File: src/design/lie_ram.sv
`timescale 1ns / 1ps
// Generic single-write, single-read RAM with registered read data.
// No dependencies.
module lie_ram #(
    parameter int unsigned WIDTH = 32,
    parameter int unsigned DEPTH = 16
) (
    input  logic                                  i_clk,
    input  logic                                  i_we,
    input  logic [(DEPTH > 1 ? $clog2(DEPTH) : 1)-1:0] i_waddr,
    input  logic [WIDTH-1:0]                      i_wdata,
    input  logic [(DEPTH > 1 ? $clog2(DEPTH) : 1)-1:0] i_raddr,
    output logic [WIDTH-1:0]                      o_rdata
);

    logic [WIDTH-1:0] r_mem [DEPTH];

    always_ff @(posedge i_clk) begin
        if (i_we) begin
            r_mem[i_waddr] <= i_wdata;
        end
        o_rdata <= r_mem[i_raddr];
    end

endmodule

File: config.mk
export PLATFORM = sky130hd
export DESIGN_NAME = lie_ram
export DESIGN_NICKNAME = d
export VERILOG_FILES = /design/src/design/lie_ram.sv
export SDC_FILE = /design/constraint.sdc
export NUM_CORES = 1
export LEC_CHECK = 0
export BUFFER_PORTS_ARGS = -buffer_cell sky130_fd_sc_hd__buf_2
export CAP_MARGIN = 15
export CORE_ASPECT_RATIO = 0.6
export CORE_MARGIN = 1
export CORE_UTILIZATION = 50
export DETAILED_ROUTE_END_ITERATION = 16
export PLACE_DENSITY = 0.74
export REMOVE_ABC_BUFFERS = 1
export SLEW_MARGIN = 20
export SYNTH_ARGS = -nofsm -noshare
export SYNTH_HDL_FRONTEND = slang
export SYNTH_SLANG_ARGS = --single-unit
File: constraint.sdc
create_clock -name i_clk -period 4.9 [get_ports i_clk]
set_input_delay 0.49 -clock i_clk [delete_from_list [all_inputs] [get_ports i_clk]]
set_output_delay 0.49 -clock i_clk [all_outputs]
set_load 0.05 [all_outputs]
---- After elaboration in Yosys (flattened, before gate mapping) ----
Memories as Yosys holds them, arrays and structs flattened. A register that Yosys moved wholly into a read port is not among the register bits.
Index checks and enable logic that the tools add are counted.
word-level totals
  flip-flop bits (word level) ............. 0
  RAM bits ................................ 512
  bits of input ports ..................... 42
  output and inout port bits .............. 32
  word-level logic and storage cells ...... 3
  memories kept ........................... 1
memory list
  name   words  width  read ports  clocked after memory_dff  wr ports  line  text
  r_mem  16     32     1           1                         1         16    logic [WIDTH-1:0] r_mem [DEPTH];
cells by class
  multiplexer cells ....................... 2
operators by type and width
  cell     count
  $mux W1  2

---- Longest topological paths before layout ----
  word-level depth ........................ 2
  mapped depth ............................ 5
  gate-level depth less buffers ........... 3

---- Worst setup path before layout ----
OpenSTA, ideal clock, no wires.
  path kind ............................... input to register
  start ................................... input i_waddr[2] (netlist name)
  end ..................................... memory r_mem[0][0], enable pin
  library setup time ...................... 461 ps
  arrival ................................. 3208 ps
  required time ........................... 4439 ps
  slack ................................... 1230 ps
  stages on the path ...................... 2
  buffers on the path ..................... 0
  path through ............................ or3b_2 nor3_1
RTL lines
  what                line  text
  start: declaration  10    input logic [(DEPTH > 1 ? $clog2(DEPTH) : 1)-1:0] i_waddr,
  end: declaration    16
Straight into the memory's write port.

---- Worst setup path after layout ----
  start ................................... input i_waddr[2] (netlist name)
  end ..................................... memory r_mem[1][13], enable pin
Straight into the memory's write port.

==> flow_summary.yaml <==
synthesis:
  yosys.area.top_type_share_pct: 77.4
  yosys_register_bits: 544
  synthesis.area_um2: 19900
  cells_after_synth: 838
  synth_top_cell_by_area: "edfxtp_1"
  synth.top_cells.by_area: "edfxtp_1 77%, mux4_2 15%, dfxtp_1 3.2%, a22oi_1 2.4%, nand2_1 0.62%"
  synthesis.area_per_instance_um2: 23.7
  synth_seq_area_share_pct: 80.7
  netlist-cell-type-count: 18
  yosysWarningCount: 0
sta:
  skew_ns: 0.0105
  rsz_0062_raised_after_global_routing: "no"
  post-route-period-util_pct: 42.8
  max_clock_freq_mhz: 476
  worst_hold_slack_ns: 0.303
  timing_hold_violations_final: 0
  timing.final.setup_violations: 0
  finalMaxSlewViolations: 0
  slew_headroom_pct: 32.6
  worst_slew_pin_slew_ns: 1.01
  min_period_ns: 2.10
  fin_tns_setup_ns: 0
worst_setup_path:
  cpLargestDelayFamily: "simple AND/OR/NAND/NOR gates"
  critical_path.cell_chain: "buf_2, or3b_2, nor2_4, buf_4"
  critPathRequiredTime_ns: 5.13
  r2r_cells: 3
  slowest_stage: "nor2_4"
  crit_buf_inv: 2
  critical_path.max_stage_delay_ns: 0.71
  worst_setup_path_end_kind: "register"
  crit_type: "primary input to register"
  critical_path_arrival_ns: 2.33
  stages_on_the_worst_setup_path: 4
  critPathLaunchType: "primary input"
  critical_path_peak_fanout: 19
  worst-r2r-setup-slack_ns: 3.51
clocking:
  hold_buffers: 0
  cts-root-to-sink-buffers: 3
  number_of_buffers_created_by_cts: 47
  tritoncts: "done"
  cts_resized: 0
  clock_tree.root_cell: "clkbuf_16"
  h-tree-depth: 2
  clock_sinks: 544
  post-cts-setup-buffers: 0
  clock_insertion_delay_worst_skew_ns: 0.56
  path_clk_slew_ns: 0.07
routing:
  postRouteWirelength_um: 41200
  route.vias.total: 8999
  drt_iter0_markers: 1027
  drtAntennaViolNets: 0
  drt_pre_antenna_iters: 5
  drt_drc_violations_left: 0
  wirelength_per_cell_um: 27.4
  avgViaCountPerCell: 6.00
floorplanning:
  die-height_um: 156
  fp.dieArea_um2: 40500
  rows: 56
  initial_util_pct: 50.8
  io_pins: 74
  floorplan.die.width_um: 259
  design.core.area_um2: 39100
final_layout:
  multi_input_area_um2: 3750
  post_layout_instance_count_excluding_filler_cells: 1501
  layout.cell_area.non_filler_um2: 22500
  most-common-layout-cells: "512 x edfxtp_1, 128 x mux4_2, 71 x buf_2"
  mostFrequentLayoutCell: "edfxtp_1"
  p_r_area_growth_vs_syn_pct: 13.1
  drive_above_1_share_pct: 31.6
  regArea_um2: 16000
  final_core_utilization_pct: 57.5
  layout.filler_cells: 2786
  final_nets: 982
placed_design:
  final_hpwl_dp_um: 20800
  routabilityCongestion: 0.715
  postPlaceCellArea_um2: 21000
  placed_cells: 1413
  buffer_ports.inserted: 73
min_path:
  min_delay_path_depth: 1
  hold_path_class: "primary input to register"
power_and_ir_drop:
  irDropWorstVdd_v: 0.000306
  total_leakage_power_nw: 7.17
  power_per_cell_area_nw_per_um2: 417
run_status:
  status: "finished clean"
global_route:
  global_route.overflow_total: 0
  first_global_vias: 9349
  grt_antenna_before_repair: 1
  grt_start_max_net_pins: 63
  grt_first_pass_wirelength_um: 61000
  groute.usage.overall_pct: 21.0
run:
  drv.max_cap_violation_count: 0
## report_power, final
part	internal, mW	switching, mW	total [mW]	leakage, nW
Sequential	5.20	0.0336	5.23	4.89
Combinational	0.185	0.363	0.548	1.56
Clock	1.97	1.61	3.58	0.713
## layer usage
layer / vias up / GRT usage (%) / routed length, µm
met1: 4731 / 30.7 / 17600
met2: 430 / 33.0 / 19600
met3: 61 / 4.34 / 3360
li1: 3777 / - / -
met5: - / 0 / 0
met4: 0 / 4.34 / 693
## Yosys cell counts
| cell | n |
|---|---|
| buf_4 | 11 |
| nand3_1 | 1 |
| nand2b_1 | 2 |
| nand2_1 | 33 |
| nor2_1 | 13 |
| or3b_2 | 1 |
| buf_6 | 2 |
| mux4_2 | 128 |
| dfxtp_1 | 32 |
| nor2b_1 | 2 |
| clkbuf_1 | 17 |
| edfxtp_1 | 512 |
| nand3b_1 | 2 |
| buf_2 | 4 |
| a22oi_1 | 64 |
| buf_1 | 9 |
| and2_1 | 1 |
| nor3_1 | 4 |
## worst register-to-register path, cell delays in order, from the launching register on
cell,delay [ns]
edfxtp_1,0.40
mux4_2,0.48
a22oi_1,0.30
nand2_1,0.09
## metrics by stage
step	worst slack (ns)	power (mW)
CTS	2.74	9.42
detailed placement	2.15	5.89
floorplan	1.23	5.63
global placement	2.18	5.87
finish	2.80	9.36
global route	2.54	9.63
## final cells by class
type	count	share of cell area, %
timing repair buffer	96	2.56
sequential	544	71.3
clock inverter	23	0.735
tap	522	2.91
multi-input combinational	251	16.7
antenna	1	0.0111
clock buffer	64	5.80
## registers in the layout, summed over array words and instances, names as in the netlist
name     cells
r_mem      512
o_rdata     32
## cell families after synthesis
family / count (synthesis) / share of synthesized area, %
AO/OA/AOI/OAI: 64 / 2.42
AND/OR/NAND/NOR: 59 / 1.27
flip-flops: 544 / 80.7
multiplexers: 128 / 14.5
buffers and inverters: 43 / 1.12
## worst paths after layout
check | start | to
max reg2reg | r_mem[1][17] | o_rdata[17]
min reg2reg | r_mem[14][30] | o_rdata[30]
max | i_waddr[2] | r_mem[1][13]
min | i_wdata[22] | r_mem[2][22]
No activity file was read; power rests on OpenSTA's default activity.
