[src/design/lie_pkg.sv]
`timescale 1ns / 1ps
// Package for the Lagrange interpolation evaluator: actions, status codes,
// sequencer states and the divider handshake type. No dependencies.
package lie_pkg;

    typedef enum logic [1:0] {
        ACT_CLEAR  = 2'd0,
        ACT_APPEND = 2'd1,
        ACT_EVAL   = 2'd2,
        ACT_NONE   = 2'd3
    } t_action;

    typedef enum logic [1:0] {
        ST_OK  = 2'd0,
        ST_DUP = 2'd1,
        ST_SAT = 2'd2
    } t_status;

    typedef enum logic [3:0] {
        S_IDLE,
        S_DUP,
        S_DUP_CMP,
        S_EV_I,
        S_EV_J,
        S_EV_RD,
        S_EV_DIV,
        S_EV_MUL,
        S_EV_BAS,
        S_EV_Y,
        S_EV_ADD,
        S_FIN
    } t_state;

    typedef struct packed {
        logic done;
        logic ovf;
    } t_div_rsp;

    localparam int unsigned NUM_W  = 49;
    localparam int unsigned DEN_W  = 33;
    localparam logic [31:0] Q_ONE  = 32'h0001_0000;

endpackage

[src/design/lie_div.sv]
`timescale 1ns / 1ps
// Radix-2 restoring divider, signed, truncating toward zero, with the
// quotient clamped to signed 32 bits. Depends on lie_pkg.
module lie_div
    import lie_pkg::*;
(
    input  logic                     i_clk,
    input  logic                     i_rst_n,
    input  logic                     i_start,
    input  logic signed [NUM_W-1:0]  i_num,
    input  logic signed [DEN_W-1:0]  i_den,
    output logic signed [31:0]       o_quo,
    output t_div_rsp                 o_rsp
);

    localparam int unsigned CNT_W = $clog2(NUM_W + 1);

    logic [NUM_W-1:0] r_q, n_q;
    logic [DEN_W-1:0] r_rem, n_rem;
    logic [DEN_W-1:0] r_dm;
    logic [CNT_W-1:0] r_cnt;
    logic             r_busy, r_neg, r_done;
    logic [DEN_W:0]   w_shift;
    logic             w_big;

    // The remainder stays below the divisor, so it fits in DEN_W bits.
    always_comb begin
        w_shift = {r_rem, r_q[NUM_W-1]};
        n_q     = {r_q[NUM_W-2:0], 1'b0};
        n_rem   = w_shift[DEN_W-1:0];
        if (w_shift >= {1'b0, r_dm}) begin
            n_rem   = DEN_W'(w_shift - {1'b0, r_dm});
            n_q[0]  = 1'b1;
        end
    end

    always_ff @(posedge i_clk) begin
        if (!i_rst_n) begin
            r_busy <= 1'b0;
            r_done <= 1'b0;
            r_cnt  <= '0;
        end else begin
            r_done <= 1'b0;
            if (i_start) begin
                r_busy <= 1'b1;
                r_cnt  <= CNT_W'(NUM_W);
            end else if (r_busy) begin
                r_cnt <= r_cnt - 1'b1;
                if (r_cnt == CNT_W'(1)) begin
                    r_busy <= 1'b0;
                    r_done <= 1'b1;
                end
            end
        end
    end

    always_ff @(posedge i_clk) begin
        if (i_start) begin
            r_q   <= i_num[NUM_W-1] ? NUM_W'(-i_num) : NUM_W'(i_num);
            r_dm  <= i_den[DEN_W-1] ? DEN_W'(-i_den) : DEN_W'(i_den);
            r_neg <= i_num[NUM_W-1] ^ i_den[DEN_W-1];
            r_rem <= '0;
        end else if (r_busy) begin
            r_q   <= n_q;
            r_rem <= n_rem;
        end
    end

    // Magnitude limits: 2^31 when negative, 2^31-1 when positive.
    always_comb begin
        if (r_neg) begin
            w_big = r_q > NUM_W'(33'h0_8000_0000);
            o_quo = w_big ? 32'sh8000_0000 : 32'(-r_q);
        end else begin
            w_big = r_q > NUM_W'(33'h0_7FFF_FFFF);
            o_quo = w_big ? 32'sh7FFF_FFFF : 32'(r_q);
        end
        o_rsp.done = r_done;
        o_rsp.ovf  = w_big;
    end

endmodule

[config.mk]
export PLATFORM = sky130hd
export DESIGN_NAME = lie_div
export DESIGN_NICKNAME = d
export VERILOG_FILES = /design/src/design/lie_pkg.sv /design/src/design/lie_div.sv
export SDC_FILE = /design/constraint.sdc
export NUM_CORES = 1
export LEC_CHECK = 0
export BUFFER_PORTS_ARGS = -buffer_cell sky130_fd_sc_hd__buf_2
export CAP_MARGIN = 20
export CORE_MARGIN = 3
export CORE_UTILIZATION = 50
export CTS_CLUSTER_DIAMETER = 30
export DETAILED_ROUTE_END_ITERATION = 7
export PLACE_DENSITY = 0.7
export SYNTH_ARGS = -nofsm -noshare
export SYNTH_HDL_FRONTEND = slang
export SYNTH_SLANG_ARGS = --single-unit
[constraint.sdc]
create_clock -name i_clk -period 7.6 [get_ports i_clk]
set_input_delay 0.76 -clock i_clk [delete_from_list [all_inputs] [get_ports i_clk]]
set_output_delay 0.76 -clock i_clk [all_outputs]
set_load 0.03 [all_outputs]
=== After elaboration in Yosys (flattened, before gate mapping) ===
Index checks and enable logic that the tools add are counted.

* Output and inout port bits: 34
* Bits of input ports: 85
* Word-level logic and storage cells: 40
* Bits in registers: 124

* $add $sub $neg: 5
* Bitwise operators: 3
* Mux-type cells: 16
* Equality and inequality tests: 1
* Order comparisons: 3
* Reduce and logical (&&, ||, !) cells: 3

{| class="wikitable"
|+ Operators by type and width
! operator !! number
|-
| 2-to-1 mux 49 bit || 3
|-
| 2-to-1 mux 32 bit || 4
|-
| > comparator 49 x 31 -> 1 bit (second input constant) || 1
|-
| > comparator 49 x 32 -> 1 bit (second input constant) || 1
|-
| negator 49 bit || 1
|-
| greater-or-equal comparator 34 x 33 -> 1 bit || 1
|-
| 2-to-1 mux 33 bit || 1
|-
| negator 33 bit || 1
|-
| subtractor 33 bit || 1
|-
| negator 32 bit || 1
|-
| 2-to-1 mux 6 bit || 2
|-
| == test 6 x 1 -> 1 bit (second input constant) || 1
|-
| 2-to-1 mux 1 bit || 6
|-
| subtractor 6 x 1 -> 6 bit (second input constant) || 1
|-
| OR reduction 3 bit || 1
|-
| inverter 1 bit || 2
|-
| nonzero test 2 bit || 1
|-
| OR reduction 2 bit || 1
|-
| XOR 1 bit || 1
|}

=== Depth between registers and ports, before layout ===
Gate-level depths: netlist of run 1.

* Depth in word-level cells: 4
* Depth in mapped cells: 14
* Depth with buffers taken out: 13

=== Worst setup path before layout of run 1 ===
Ideal clock, no wire load.

* Path type: reg2out
* From: register r_q[0]
* To: output o_quo[15]
* Cell stages (with the launch flop): 13
* Setup slack: 2789 ps
* Arrival time: 4051 ps
* Buffers on the path: 2
* Data required time: 6840 ps
* Cell sequence: edfxtp_1 -> inv_1 -> ha_1 -> or3b_2 -> or3_1 -> nor4_1 -> nand4_1 -> o21ai_1 -> and2_1 -> clkbuf_1 -> nand2_1 -> clkbuf_1 -> o311ai_0

* Cells in the longest elaborated chain, start to end: 3
* Elaborated cells on any way between the ends: 6
* Those cells by class: add/sub (1); order compare (2); mux (3)

{| class="wikitable"
|+ Ends and longest elaborated chain
! element !! RTL line !! RTL
|-
| start, declared || lie_div.sv:18 || <nowiki>logic [NUM_W-1:0] r_q, n_q;</nowiki>
|-
| start signal, assigned || lie_div.sv:59 || <nowiki>r_q <= i_num[NUM_W-1] ? NUM_W'(-i_num) : NUM_W'(i_num);</nowiki>
|-
| start signal, assigned || lie_div.sv:64 || <nowiki>r_q <= n_q;</nowiki>
|-
| > comparator 49 x 31 -> 1 bit, or another cell as far along || lie_div.sv:75 || <nowiki>w_big = r_q > NUM_W'(33'h0_7FFF_FFFF);</nowiki>
|-
| 2-to-1 mux 32 bit, on equally long branches || lie_div.sv:76, lie_div.sv:73 ||
|-
| 2-to-1 mux 32 bit (*) || lie_div.sv:71 || <nowiki>if (r_neg) begin</nowiki>
|-
| end, declared || lie_div.sv:12 || <nowiki>output logic signed [31:0] o_quo,</nowiki>
|}

Every way passes the cells marked *; elsewhere a longest branch is shown, timed or not.

=== Worst setup path after layout of run 1 ===
* From: register r_q[0]
* To: output o_quo[21]

Same word-level chain as after synthesis.

==> key figures, run 1 <==
STA
  • Final Max Tran Viols: 0
  • Final Cycle Share: 0.708
  • Relative max-transition margin: 0.304
  • Clock skew: 0.0113 ns
  • Least-Margin Pin Slew: roughly 1.0 ns
  • RSZ-0062 raised after global routing: no
  • Post-route minimum period: about 5.4 ns
  • Final setup fails: 0
  • Max Freq: 186 MHz
  • Setup_tns: 0 ns
  • Final hold viol count: 0

Finish
  • Filler cells: 1684
  • Register Area: approximately 0.0033 mm²
  • Post-layout net count: 1355
  • Synthesis-to-finish area growth: 13.8%
  • Design Area, Final: 0.0107 mm²
  • Final cell count without fillers: 1473
  • Share of cells above drive strength 1: 0.142
  • Multi-input gate area: 0.00560 mm²

Die
  • Die height: between 100 and 150 µm
  • Row count: 49
  • Core Area: 0.0183 mm²
  • Starting Density: 0.516
  • Die area: 0.0205 mm²
  • IO Count: about 120
  • Chip Width: 143 µm

Clocking
  • Cts hold-fix bufs: 0
  • CTS-repair resized insts: 0
  • Root Buffer: clkbuf_16
  • Clock buffer depth: 2
  • Register clock-pin slew on the reported worst setup and hold paths: 0.05 ns
  • Total CTS buffers: 17
  • CTS H-Tree Depth: 4
  • Clk_lat worst skew: 0.42 ns
  • CTS tree: yes
  • CTS sink cnt: 124
  • # Post-CTS Setup Buffers: 0

Worst setup path
  • Crit Path Max Fanout: 17
  • Crit-path slowest cell: and2_1
  • Worst EP arrival: 4.62 ns
  • Sum of buffers and inverters on the critical path: 2
  • Startpoint Class: register
  • Worst path top cell family by delay: simple AND/OR/NAND/NOR gates
  • Critical path cell sequence: inv_1 > ha_1 > or3b_2 > or3_1 > nor4_1 > nand4_1 > o21ai_1 > and2_1 > nand2_1 > o311ai_0 > buf_2
  • Crit Path Class: register to primary output
  • Slowest stage delay, CP: 0.52 ns
  • Worst Setup End Kind: primary output
  • Req. time, crit path: 6.84 ns

Drt
  • Routed wire length: roughly 23000 µm
  • Pre-Repair DR Iteration Count: 5
  • Via Count: 8635
  • Residual DRC: 0
  • Vias per inst: 5.86
  • ANT nets after route: 0
  • DRT iter0 DRCs: 541
  • Drt wl/cell: 15.6 µm

Power
  • P_leak: 0.00427 µW
  • Sequential power share: 0.388
  • P_int: roughly 1500 µW
  • P_sw: 694 µW
  • Part of the power in combinational logic: 0.243
  • Worst vdd ir: 0.160 mV
  • Pwr dens: 207 mW/mm²
  • Clock power frac: 0.369
  • Sw Ratio: 0.312

Logic synthesis
  • Post-synth top flop: edfxtp_1
  • Top cell type's share of synthesized area: 0.264
  • Number of synthesized flops with an enable pin: 83
  • Seq/Total Area, Yosys: 0.351
  • Number of synthesized register bits: 124
  • Mapped Area: roughly 0.0094 mm²
  • Synth Instances: 1144
  • Net Count, Synth: about 1300
  • Fraction of registers with async set/reset: 0
  • Warnings, synthesis: 0
  • Synth unique cells: 64
  • Top cells by area, synth: edfxtp_1 26%, dfxtp_1 8.7%, a21oi_1 6.3%
  • Mapped Avg Cell Area: between 8 and 9 µm²
  • Top cell type by total area after synthesis: edfxtp_1

Placement
  • Input/output buffers: 118
  • Cell Area, Placed: 0.0101 mm²
  • Detailed placement HPWL: 16700 µm
  • Placed Cells incl. Taps: 1439
  • Final Wtd Congestion: 0.946

Run status
  • Status: finished clean

Global routing
  • Vias in the first global route: around 7700
  • Met1 Resource Use GR: 0.310
  • Initial antenna violation count: 1
  • First-pass GRT wire length: roughly 38000 µm
  • GRT met2 Usage: 0.361
  • Largest net degree at the start of global routing: 66
  • Grt ovf: 0
  • Global Route Usage Sum: 0.223
  • Met3 usage: 0.0386
  • Most crowded layer after global routing: met2

Run
  • Maxcap violations: 0

Min path
  • Hold Crit Class: register to register
==> worst paths after layout <==
kind	startpoint	endpoint	slack [ns]	depth (start not counted)
hold reg to reg	r_cnt[1]	r_cnt[1]	0.49	2
setup / recovery	r_q[0]	o_quo[21]	2.22	11
hold / removal	r_cnt[1]	r_cnt[1]	0.49	2
setup reg to reg	r_q[48]	r_rem[0]	3.53	14
==> metal layers <==
layer / vias up / share of wire
met2: 268 / 0.46
li1: 4342 / -
met5: - / 0.00052
met1: 3993 / 0.47
met3: 30 / 0.061
met4: 2 / 0.015
==> stage by stage <==
stage / utilization / worst slack (ns) / power [µW] / hold WS [ns]
floorplan: - / 2.79 / 1250 / 0.453
CTS: 0.586 / 2.26 / 2230 / 0.494
finish: 0.587 / 2.22 / 2220 / 0.492
global placement: 0.554 / 2.85 / 1400 / 0.469
detailed placement: 0.554 / 2.72 / 1410 / 0.485
global route: 0.587 / 1.72 / 2340 / 0.526
==> layout make-up <==
cell class                      instances  area share
Clock buffer                           20      0.0416
Timing Repair Buffer                  126      0.0612
Tap cell                              229      0.0267
Multi-Input combinational cell        886       0.522
Inverter                               75      0.0262
Sequential cell                       124       0.309
Clock inverter                         12      0.0134
Antenna cell                            1    0.000233
==> state kept, by name, indices dropped and copies added (netlist names) <==
signal  flops
r_busy      1
r_cnt       6
r_dm       33
r_done      1
r_neg       1
r_q        49
r_rem      33
==> worst register-to-register path, delay by kind of cell, from the launching register on <==
kind,cells,cell delay [ns]
AO/OA/AOI/OAI,6,1.51
adder cells (fa/ha/maj),2,0.58
buffers and inverters,4,0.85
flip-flops,1,0.40
multiplexers,1,0.33
AND/OR/NAND/NOR,1,0.33
==> layout by cell type (no fill, tap or decap), types with 15 or more instances in the layout <==
master     Yosys  layout
a21oi_1      118     118
buf_2          2     117
nor2_1       109     109
nand2_1      104     104
o21ai_0       87      87
edfxtp_1      83      83
inv_1         75      74
xor2_1        57      57
xnor2_1       50      50
dfxtp_1       41      41
ha_1          39      39
nand3_1       26      26
o31ai_1       23      23
nor3_1        22      22
nor4_1        20      20
or3_1         20      20
nand4_1       19      19
clkbuf_16      0      17
a211oi_1      16      16
mux2i_1       15      15
a21o_1        15      15
==> power groups by stage <==
stage	clock (µW)	sequential, µW	combinational [µW]
floorplan	0	852	400
global placement	0	872	527
detailed placement	0	874	534
CTS	830	861	539
global route	863	872	606
finish	821	863	541
==> synth_stat cells (16+ instances only) <==
master and number:
a211oi_1 16, a21oi_1 118, clkbuf_1 52, dfxtp_1 41
edfxtp_1 83, ha_1 39, inv_1 75, nand2_1 104
nand3_1 26, nand4_1 19, nor2_1 109, nor3_1 22
nor4_1 20, o21ai_0 87, o31ai_1 23, or3_1 20
xnor2_1 50, xor2_1 57
==> cell families (layout without fill, tap and decap cells) <==
logic type               Yosys count  count (layout)  share of synthesized area
AND/OR/NAND/NOR                  381             381                      0.197
XOR/XNOR                         107             107                     0.0994
flip-flops                       124             124                      0.351
buffers and inverters            134             233                     0.0552
adder cells (fa/ha/maj)           40              40                     0.0539
multiplexers                      16              16                     0.0171
AO/OA/AOI/OAI                    342             342                      0.226
other                              0               1                          0
(Power assumes the default switching activity.)
==> inputs of run 2 (changes only) <==
--- a/config.mk
+++ b/config.mk
@@ -11,7 +11,7 @@
 export CORE_UTILIZATION = 50
 export CTS_CLUSTER_DIAMETER = 30
 export DETAILED_ROUTE_END_ITERATION = 7
-export PLACE_DENSITY = 0.7
+export PLACE_DENSITY = 0.73
 export SYNTH_ARGS = -nofsm -noshare
 export SYNTH_HDL_FRONTEND = slang
 export SYNTH_SLANG_ARGS = --single-unit
==> constraint.sdc (replaced) <==
create_clock -name i_clk -period 4.55 [get_ports i_clk]
set_input_delay 0.455 -clock i_clk [delete_from_list [all_inputs] [get_ports i_clk]]
set_output_delay 0.455 -clock i_clk [all_outputs]
set_load 0.03 [all_outputs]
==> key figures, run 2 (synthesized netlist as in run 1, its figures left out) <==
Worst setup path
  • Critical path cell sequence: inv_1 > ha_1 > or3b_2 > or3_1 > or3_1 > or3_1 > or2_2 > or4_1 > a21oi_1 > a21oi_1 > buf_2
  • Crit-path slowest cell: or3b_2
  • Slowest stage delay, CP: 0.47 ns (-0.05 ns)
  • Crit Path Class: register to primary output
  • Crit Path Max Fanout: 6 (-11)
  • Worst EP arrival: 3.88 ns (-0.74 ns)
  • Critical Path Start: r_q[0]
  • Sum of buffers and inverters on the critical path: 2 (unchanged)
  • Worst r2r src: r_q[48]
  • Startpoint Class: register
  • Setup slack, reg-to-reg: 1.01 ns (-2.52 ns)
  • Worst Setup End Kind: primary output
  • Req. time, crit path: 4.09 ns (-2.75 ns)
  • Critical path's most frequent cell: or3_1
  • Worst path top cell family by delay: simple AND/OR/NAND/NOR gates

Min path
  • Hold Crit Class: input pin to register
  • Hold path startpoint: i_den[0]

Global routing
  • Vias in the first global route: 7960 (+3.8%)
  • Largest net degree at the start of global routing: 62 (-6.1%)
  • First-pass GRT wire length: 38100 µm (+1.2%)
  • Grt ovf: 0 (unchanged)
  • Initial antenna violation count: 0 (-1)
  • Global Route Usage Sum: 0.225 (+0.00182)

Power
  • Clock power frac: 0.360 (-0.009)
  • Worst vdd ir: 0.304 mV (+90%)
  • Sequential power share: 0.394 (+0.006)
  • Sw Ratio: 0.315 (+0.00270)
  • Part of the power in combinational logic: 0.246 (+0.003)
  • Pwr dens: 341 mW/mm² (+64%)
  • P_sw: 1160 µW (+67%)
  • P_int: 2520 µW (+65%)
  • Final Power: 3680 µW (+65%)
  • P_leak: 0.00431 µW (+1.1%)

Clocking
  • Clk_lat worst skew: 0.41 ns (about the same)
  • Register clock-pin slew on the reported worst setup and hold paths: 0.05 ns (about the same)
  • Clock buffer depth: 2 (unchanged)
  • CTS sink cnt: 124 (unchanged)
  • CTS tree: yes
  • Root Buffer: clkbuf_16
  • CTS H-Tree Depth: 4 (unchanged)
  • Cts hold-fix bufs: 0 (unchanged)
  • Total CTS buffers: 17 (unchanged)

Finish
  • Multi-input gate area: 0.00561 mm² (+0.16%)
  • Final cell count without fillers: 1480 (+0.48%)
  • Register Area: 0.00331 mm² (unchanged)
  • Top flop regs: r_q x49, r_dm x33, r_rem x33
  • Post-layout net count: 1363 (+0.59%)
  • Synthesis-to-finish area growth: 14.5%
  • Filler cells: 1659 (-1.5%)
  • Commonest non-fill, non-tap cell in the layout: a21oi_1
  • Most frequent cells in the layout: 118 x a21oi_1, 117 x buf_2, 109 x nor2_1, 102 x nand2_1, 87 x o21ai_0
  • Most flop-heavy register: r_q
  • Share of cells above drive strength 1: 0.149 (+0.00709)
  • Max reg flops: 49 (unchanged)
  • Antenna diodes: 0 (-1)

Placement
  • Detailed placement HPWL: 17000 µm (+1.5%)
  • Final Wtd Congestion: 0.923 (-2.4%)
  • Input/output buffers: 118 (unchanged)
  • Placed Cells incl. Taps: 1445 (+0.42%)

Drt
  • Routed wire length: 23200 µm (+0.78%)
  • Drt wl/cell: 15.7 µm (+0.30%)
  • ANT nets after route: 0 (unchanged)
  • Pre-Repair DR Iteration Count: 5 (unchanged)
  • DRT iter0 DRCs: 622 (+15%)
  • Residual DRC: 0 (unchanged)
  • Vias per inst: 5.85 (-0.14%)
  • Via Count: 8664 (+0.34%)

Die
  • Chip Width: 143 µm (unchanged)
  • Row count: 49 (unchanged)
  • Starting Density: 0.516 (unchanged)
  • Core Area: 0.0183 mm² (unchanged)
  • IO Count: 119 (unchanged)
  • Die height: 143 µm (unchanged)
  • Die area: 0.0205 mm² (unchanged)

Run status
  • Status: finished clean

STA
  • Final Cycle Share: 0.953
  • Least-Margin Pin Slew: 0.860 ns (-0.183 ns)
  • Post-route minimum period: 4.34 ns
  • Relative max-transition margin: 0.427 (+0.123)
  • Final setup fails: 0 (unchanged)
  • Final Max Tran Viols: 0 (unchanged)
  • Setup_tns: 0 ns (unchanged)
  • Final hold viol count: 0 (unchanged)
  • Clock skew: 0.0120 ns (+0.000663 ns)
  • RSZ-0062 raised after global routing: no
  • Max Freq: 231 MHz

Run
  • Maxcap violations: 0 (unchanged)
[run 2: worst paths after layout]
kind	cells after the start	endpoint
setup / recovery	11	o_quo[16]
hold reg to reg	2	r_rem[28]
setup reg to reg	14	r_rem[0]
hold / removal	1	r_dm[0]
[run 2: layout make-up]
type	count	share of cell area
inverters	75	0.0261
clock inverters	9	0.00753
flip-flops and latches	124	0.307
multi-input cells	886	0.519
repair buffers	134	0.0672
clock buffers	23	0.0464
well taps	229	0.0265
[run 2: metrics by stage]
stage | hold WS (ns) | util | setup WS (ns) | cell area (µm²)
6_report | 0.276 | 0.591 | 0.213 | 10800
3_5_place_dp | 0.482 | 0.557 | 0.595 | 10200
2_1_floorplan | 0.453 | - | 0.0439 | 9430
4_1_cts | 0.264 | 0.588 | 0.153 | 10800
3_3_place_gp | 0.468 | 0.557 | 0.705 | 10200
5_1_grt | 0.271 | 0.591 | 0.000544 | 10800
[run 2: power groups by stage]
| stage | clock, µW | sequential (µW) | combinational (µW) |
|---|---|---|---|
| 2_1_floorplan | 0 | 1420 | 668 |
| 3_3_place_gp | 0 | 1470 | 871 |
| 3_5_place_dp | 0 | 1470 | 885 |
| 4_1_cts | 1340 | 1450 | 892 |
| 5_1_grt | 1390 | 1460 | 1010 |
| 6_report | 1320 | 1450 | 905 |
[run 2: per-layer routing]
metal  track usage  up-vias  part of all wire  wire length [µm]
li1              -     4365                 -                 -
met1         0.306     4002              0.47             10800
met2         0.375      263              0.46             10800
met3        0.0300       34             0.053              1230
met4        0.0699        0             0.017               385
met5             0        -                 0                 0
[run 2: what timing repair did]
action,4_1_cts,5_1_grt
resized for setup,0,13
buffers inserted,0,2
endpoints found under the setup margin,0,14
==> inputs of run 3 (changes only) <==
--- a/config.mk
+++ b/config.mk
@@ -7,9 +7,10 @@
 export LEC_CHECK = 0
 export BUFFER_PORTS_ARGS = -buffer_cell sky130_fd_sc_hd__buf_2
 export CAP_MARGIN = 20
-export CORE_MARGIN = 3
+export CORE_MARGIN = 1
 export CORE_UTILIZATION = 50
 export CTS_CLUSTER_DIAMETER = 30
+export CTS_CLUSTER_SIZE = 30
 export DETAILED_ROUTE_END_ITERATION = 7
 export PLACE_DENSITY = 0.73
 export SYNTH_ARGS = -nofsm -noshare
==> key figures, run 3 (synthesized netlist as in run 1, its figures left out) <==
Run status
  • Status: finished clean

STA
  • Final hold viol count: 0 (unchanged)
  • Final setup fails: 0 (unchanged)
  • Clock skew: 0.0124 ns (+0.000445 ns)
  • Relative max-transition margin: 0.446 (+0.0193)
  • Final hold slack: 0.260 ns (-0.0158 ns)
  • Post-route minimum period: 4.29 ns (-0.0472 ns)
  • Final Max Tran Viols: 0 (unchanged)
  • Max Freq: 233 MHz (+1.1%)
  • Final Cycle Share: 0.943 (-0.0104)
  • RSZ-0062 raised after global routing: no
  • Final worst slack: 0.260 ns (+0.0472 ns)
  • Setup_tns: 0 ns (unchanged)
  • Least-Margin Pin Slew: 0.831 ns (-0.0289 ns)

Drt
  • Metal3 WL: 1330 µm (+8.4%)
  • ANT nets after route: 0 (unchanged)
  • DRT iter0 DRCs: 612 (-1.6%)
  • Pre-Repair DR Iteration Count: 8 (+3)
  • Routed wire length: 23200 µm (+0.26%)
  • Drt wl/cell: 15.7 µm (+0.13%)
  • Metal2 WL: 10800 µm (+0.52%)
  • Residual DRC: 0 (unchanged)
  • Top Metal Used: met4
  • Vias per inst: 5.87 (+0.23%)
  • Via Count: 8696 (+0.37%)
  • WL met1: 10700 µm (-1.3%)

Finish
  • Post-Route Utilization: 0.595 (+0.00384)
  • Most frequent cells in the layout: 118 x a21oi_1, 116 x buf_2, 109 x nor2_1, 102 x nand2_1, 87 x o21ai_0
  • Max reg flops: 49 (unchanged)
  • Design Area, Final: 0.0108 mm² (+0.31%)
  • Antenna diodes: 0 (unchanged)
  • Top flop regs: r_q x49, r_dm x33, r_rem x33
  • Commonest non-fill, non-tap cell in the layout: a21oi_1
  • Most flop-heavy register: r_q
  • Synthesis-to-finish area growth: 14.8%
  • Share of cells above drive strength 1: 0.152 (+0.00375)
  • Post-layout net count: 1365 (+0.15%)

Die
  • IO Count: 119 (unchanged)
  • Chip Width: 139 µm (-2.8%)
  • Starting Density: 0.518 (+0.00174)
  • Die height: 139 µm (-2.8%)
  • Core Area: 0.0182 mm² (-0.34%)
  • Die area: 0.0194 mm² (-5.5%)
  • Row count: 49 (unchanged)

Clocking
  • Clock buffer depth: 2 (unchanged)
  • Root Buffer: clkbuf_16
  • CTS H-Tree Depth: 4 (unchanged)
  • CTS tree: yes
  • Total CTS buffers: 17 (unchanged)
  • Register clock-pin slew on the reported worst setup and hold paths: 0.05 ns (about the same)
  • Clk_lat worst skew: 0.42 ns (about the same)
  • CTS sink cnt: 124 (unchanged)
  • Cts hold-fix bufs: 0 (unchanged)

Placement
  • Final Wtd Congestion: 0.921 (-0.27%)
  • Cell Area, Placed: 0.0102 mm² (about the same)
  • Place WS: 0.543 ns (-0.0512 ns)
  • Input/output buffers: 118 (unchanged)
  • Detailed placement HPWL: 16700 µm (-1.3%)

Worst setup path
  • Setup slack, reg-to-reg: 0.99 ns (-0.02 ns)
  • Crit Path Max Fanout: 6 (unchanged)
  • Worst Setup End Kind: primary output
  • Crit Path Class: register to primary output
  • Req. time, crit path: 4.09 ns (about the same)
  • Worst EP arrival: 3.83 ns (-0.05 ns)
  • Startpoint Class: register

Global routing
  • Grt ovf: 0 (unchanged)
  • Global Route Usage Sum: 0.248 (+0.0230)
  • Initial antenna violation count: 0 (unchanged)
  • First-pass GRT wire length: 39300 µm (+3.2%)
  • Vias in the first global route: 7971 (+0.14%)
  • Largest net degree at the start of global routing: 65 (+4.8%)

Power
  • P_leak: 0.00432 µW (about the same)
  • Pwr dens: 343 mW/mm² (+0.64%)
  • Worst vdd ir: 0.266 mV (-13%)

Min path
  • Hold Crit Class: input pin to register

Run
  • Maxcap violations: 0 (unchanged)
## run 3: cell types whose count changed in the layout (fill, tap and decap cells not counted), sizes merged
cell	delta
clkbuf	-4
buf	+2
bufinv	+1
clkinv	+2
clkinvlp	+2
inv	-1
## run 3: path summary, 6_finish.rpt
kind            start        end  cells after the start
max            r_q[1]  o_quo[16]                     11
min          i_den[0]    r_dm[0]                      1
max reg2reg   r_q[48]   r_rem[0]                     13
min reg2reg  r_rem[7]   r_rem[7]                      2
## run 3: where the power goes
part | switching, µW | internal [µW]
combinational | 558 | 352
clock | 520 | 837
sequential | 109 | 1340
## run 3: critical path, cell delays in order, from the launching register on
cell      delay [ns]
edfxtp_1        0.44
inv_1           0.11
ha_1            0.17
or3b_2          0.47
or3_1           0.39
or3_1           0.37
or3_4           0.38
or2_2           0.30
or4_1           0.40
a21oi_1         0.15
a21oi_1         0.05
buf_2           0.18
## run 3: through the flow
step                      cells  power [µW]
after global placement     1446        2340
after floorplan            1144        2090
after detailed placement   1446        2350
after CTS                  1478        3710
after global routing       1482        3900
final                      1482        3710
## run 3: area by class of cell
cell class / count / area (µm²)
fill: 1588 / 7380
clock inverter: 13 / 140
clock buffer: 19 / 453
sequential: 124 / 3310
timing repair buffer: 136 / 743
inverter: 75 / 282
tap: 229 / 287
multi-input combinational: 886 / 5610
## run 3: routing by layer
metal | global-route usage | vias up
li1 | - | 4367
met1 | 0.337 | 3963
met2 | 0.407 | 332
met3 | 0.0313 | 34
met4 | 0.0825 | 0
met5 | 0 | -
## run 3: repair_timing
item | in CTS | in global routing
setup buffers | 0 | 3
setup endpoints to repair | 0 | 18
gates resized for setup | 0 | 9
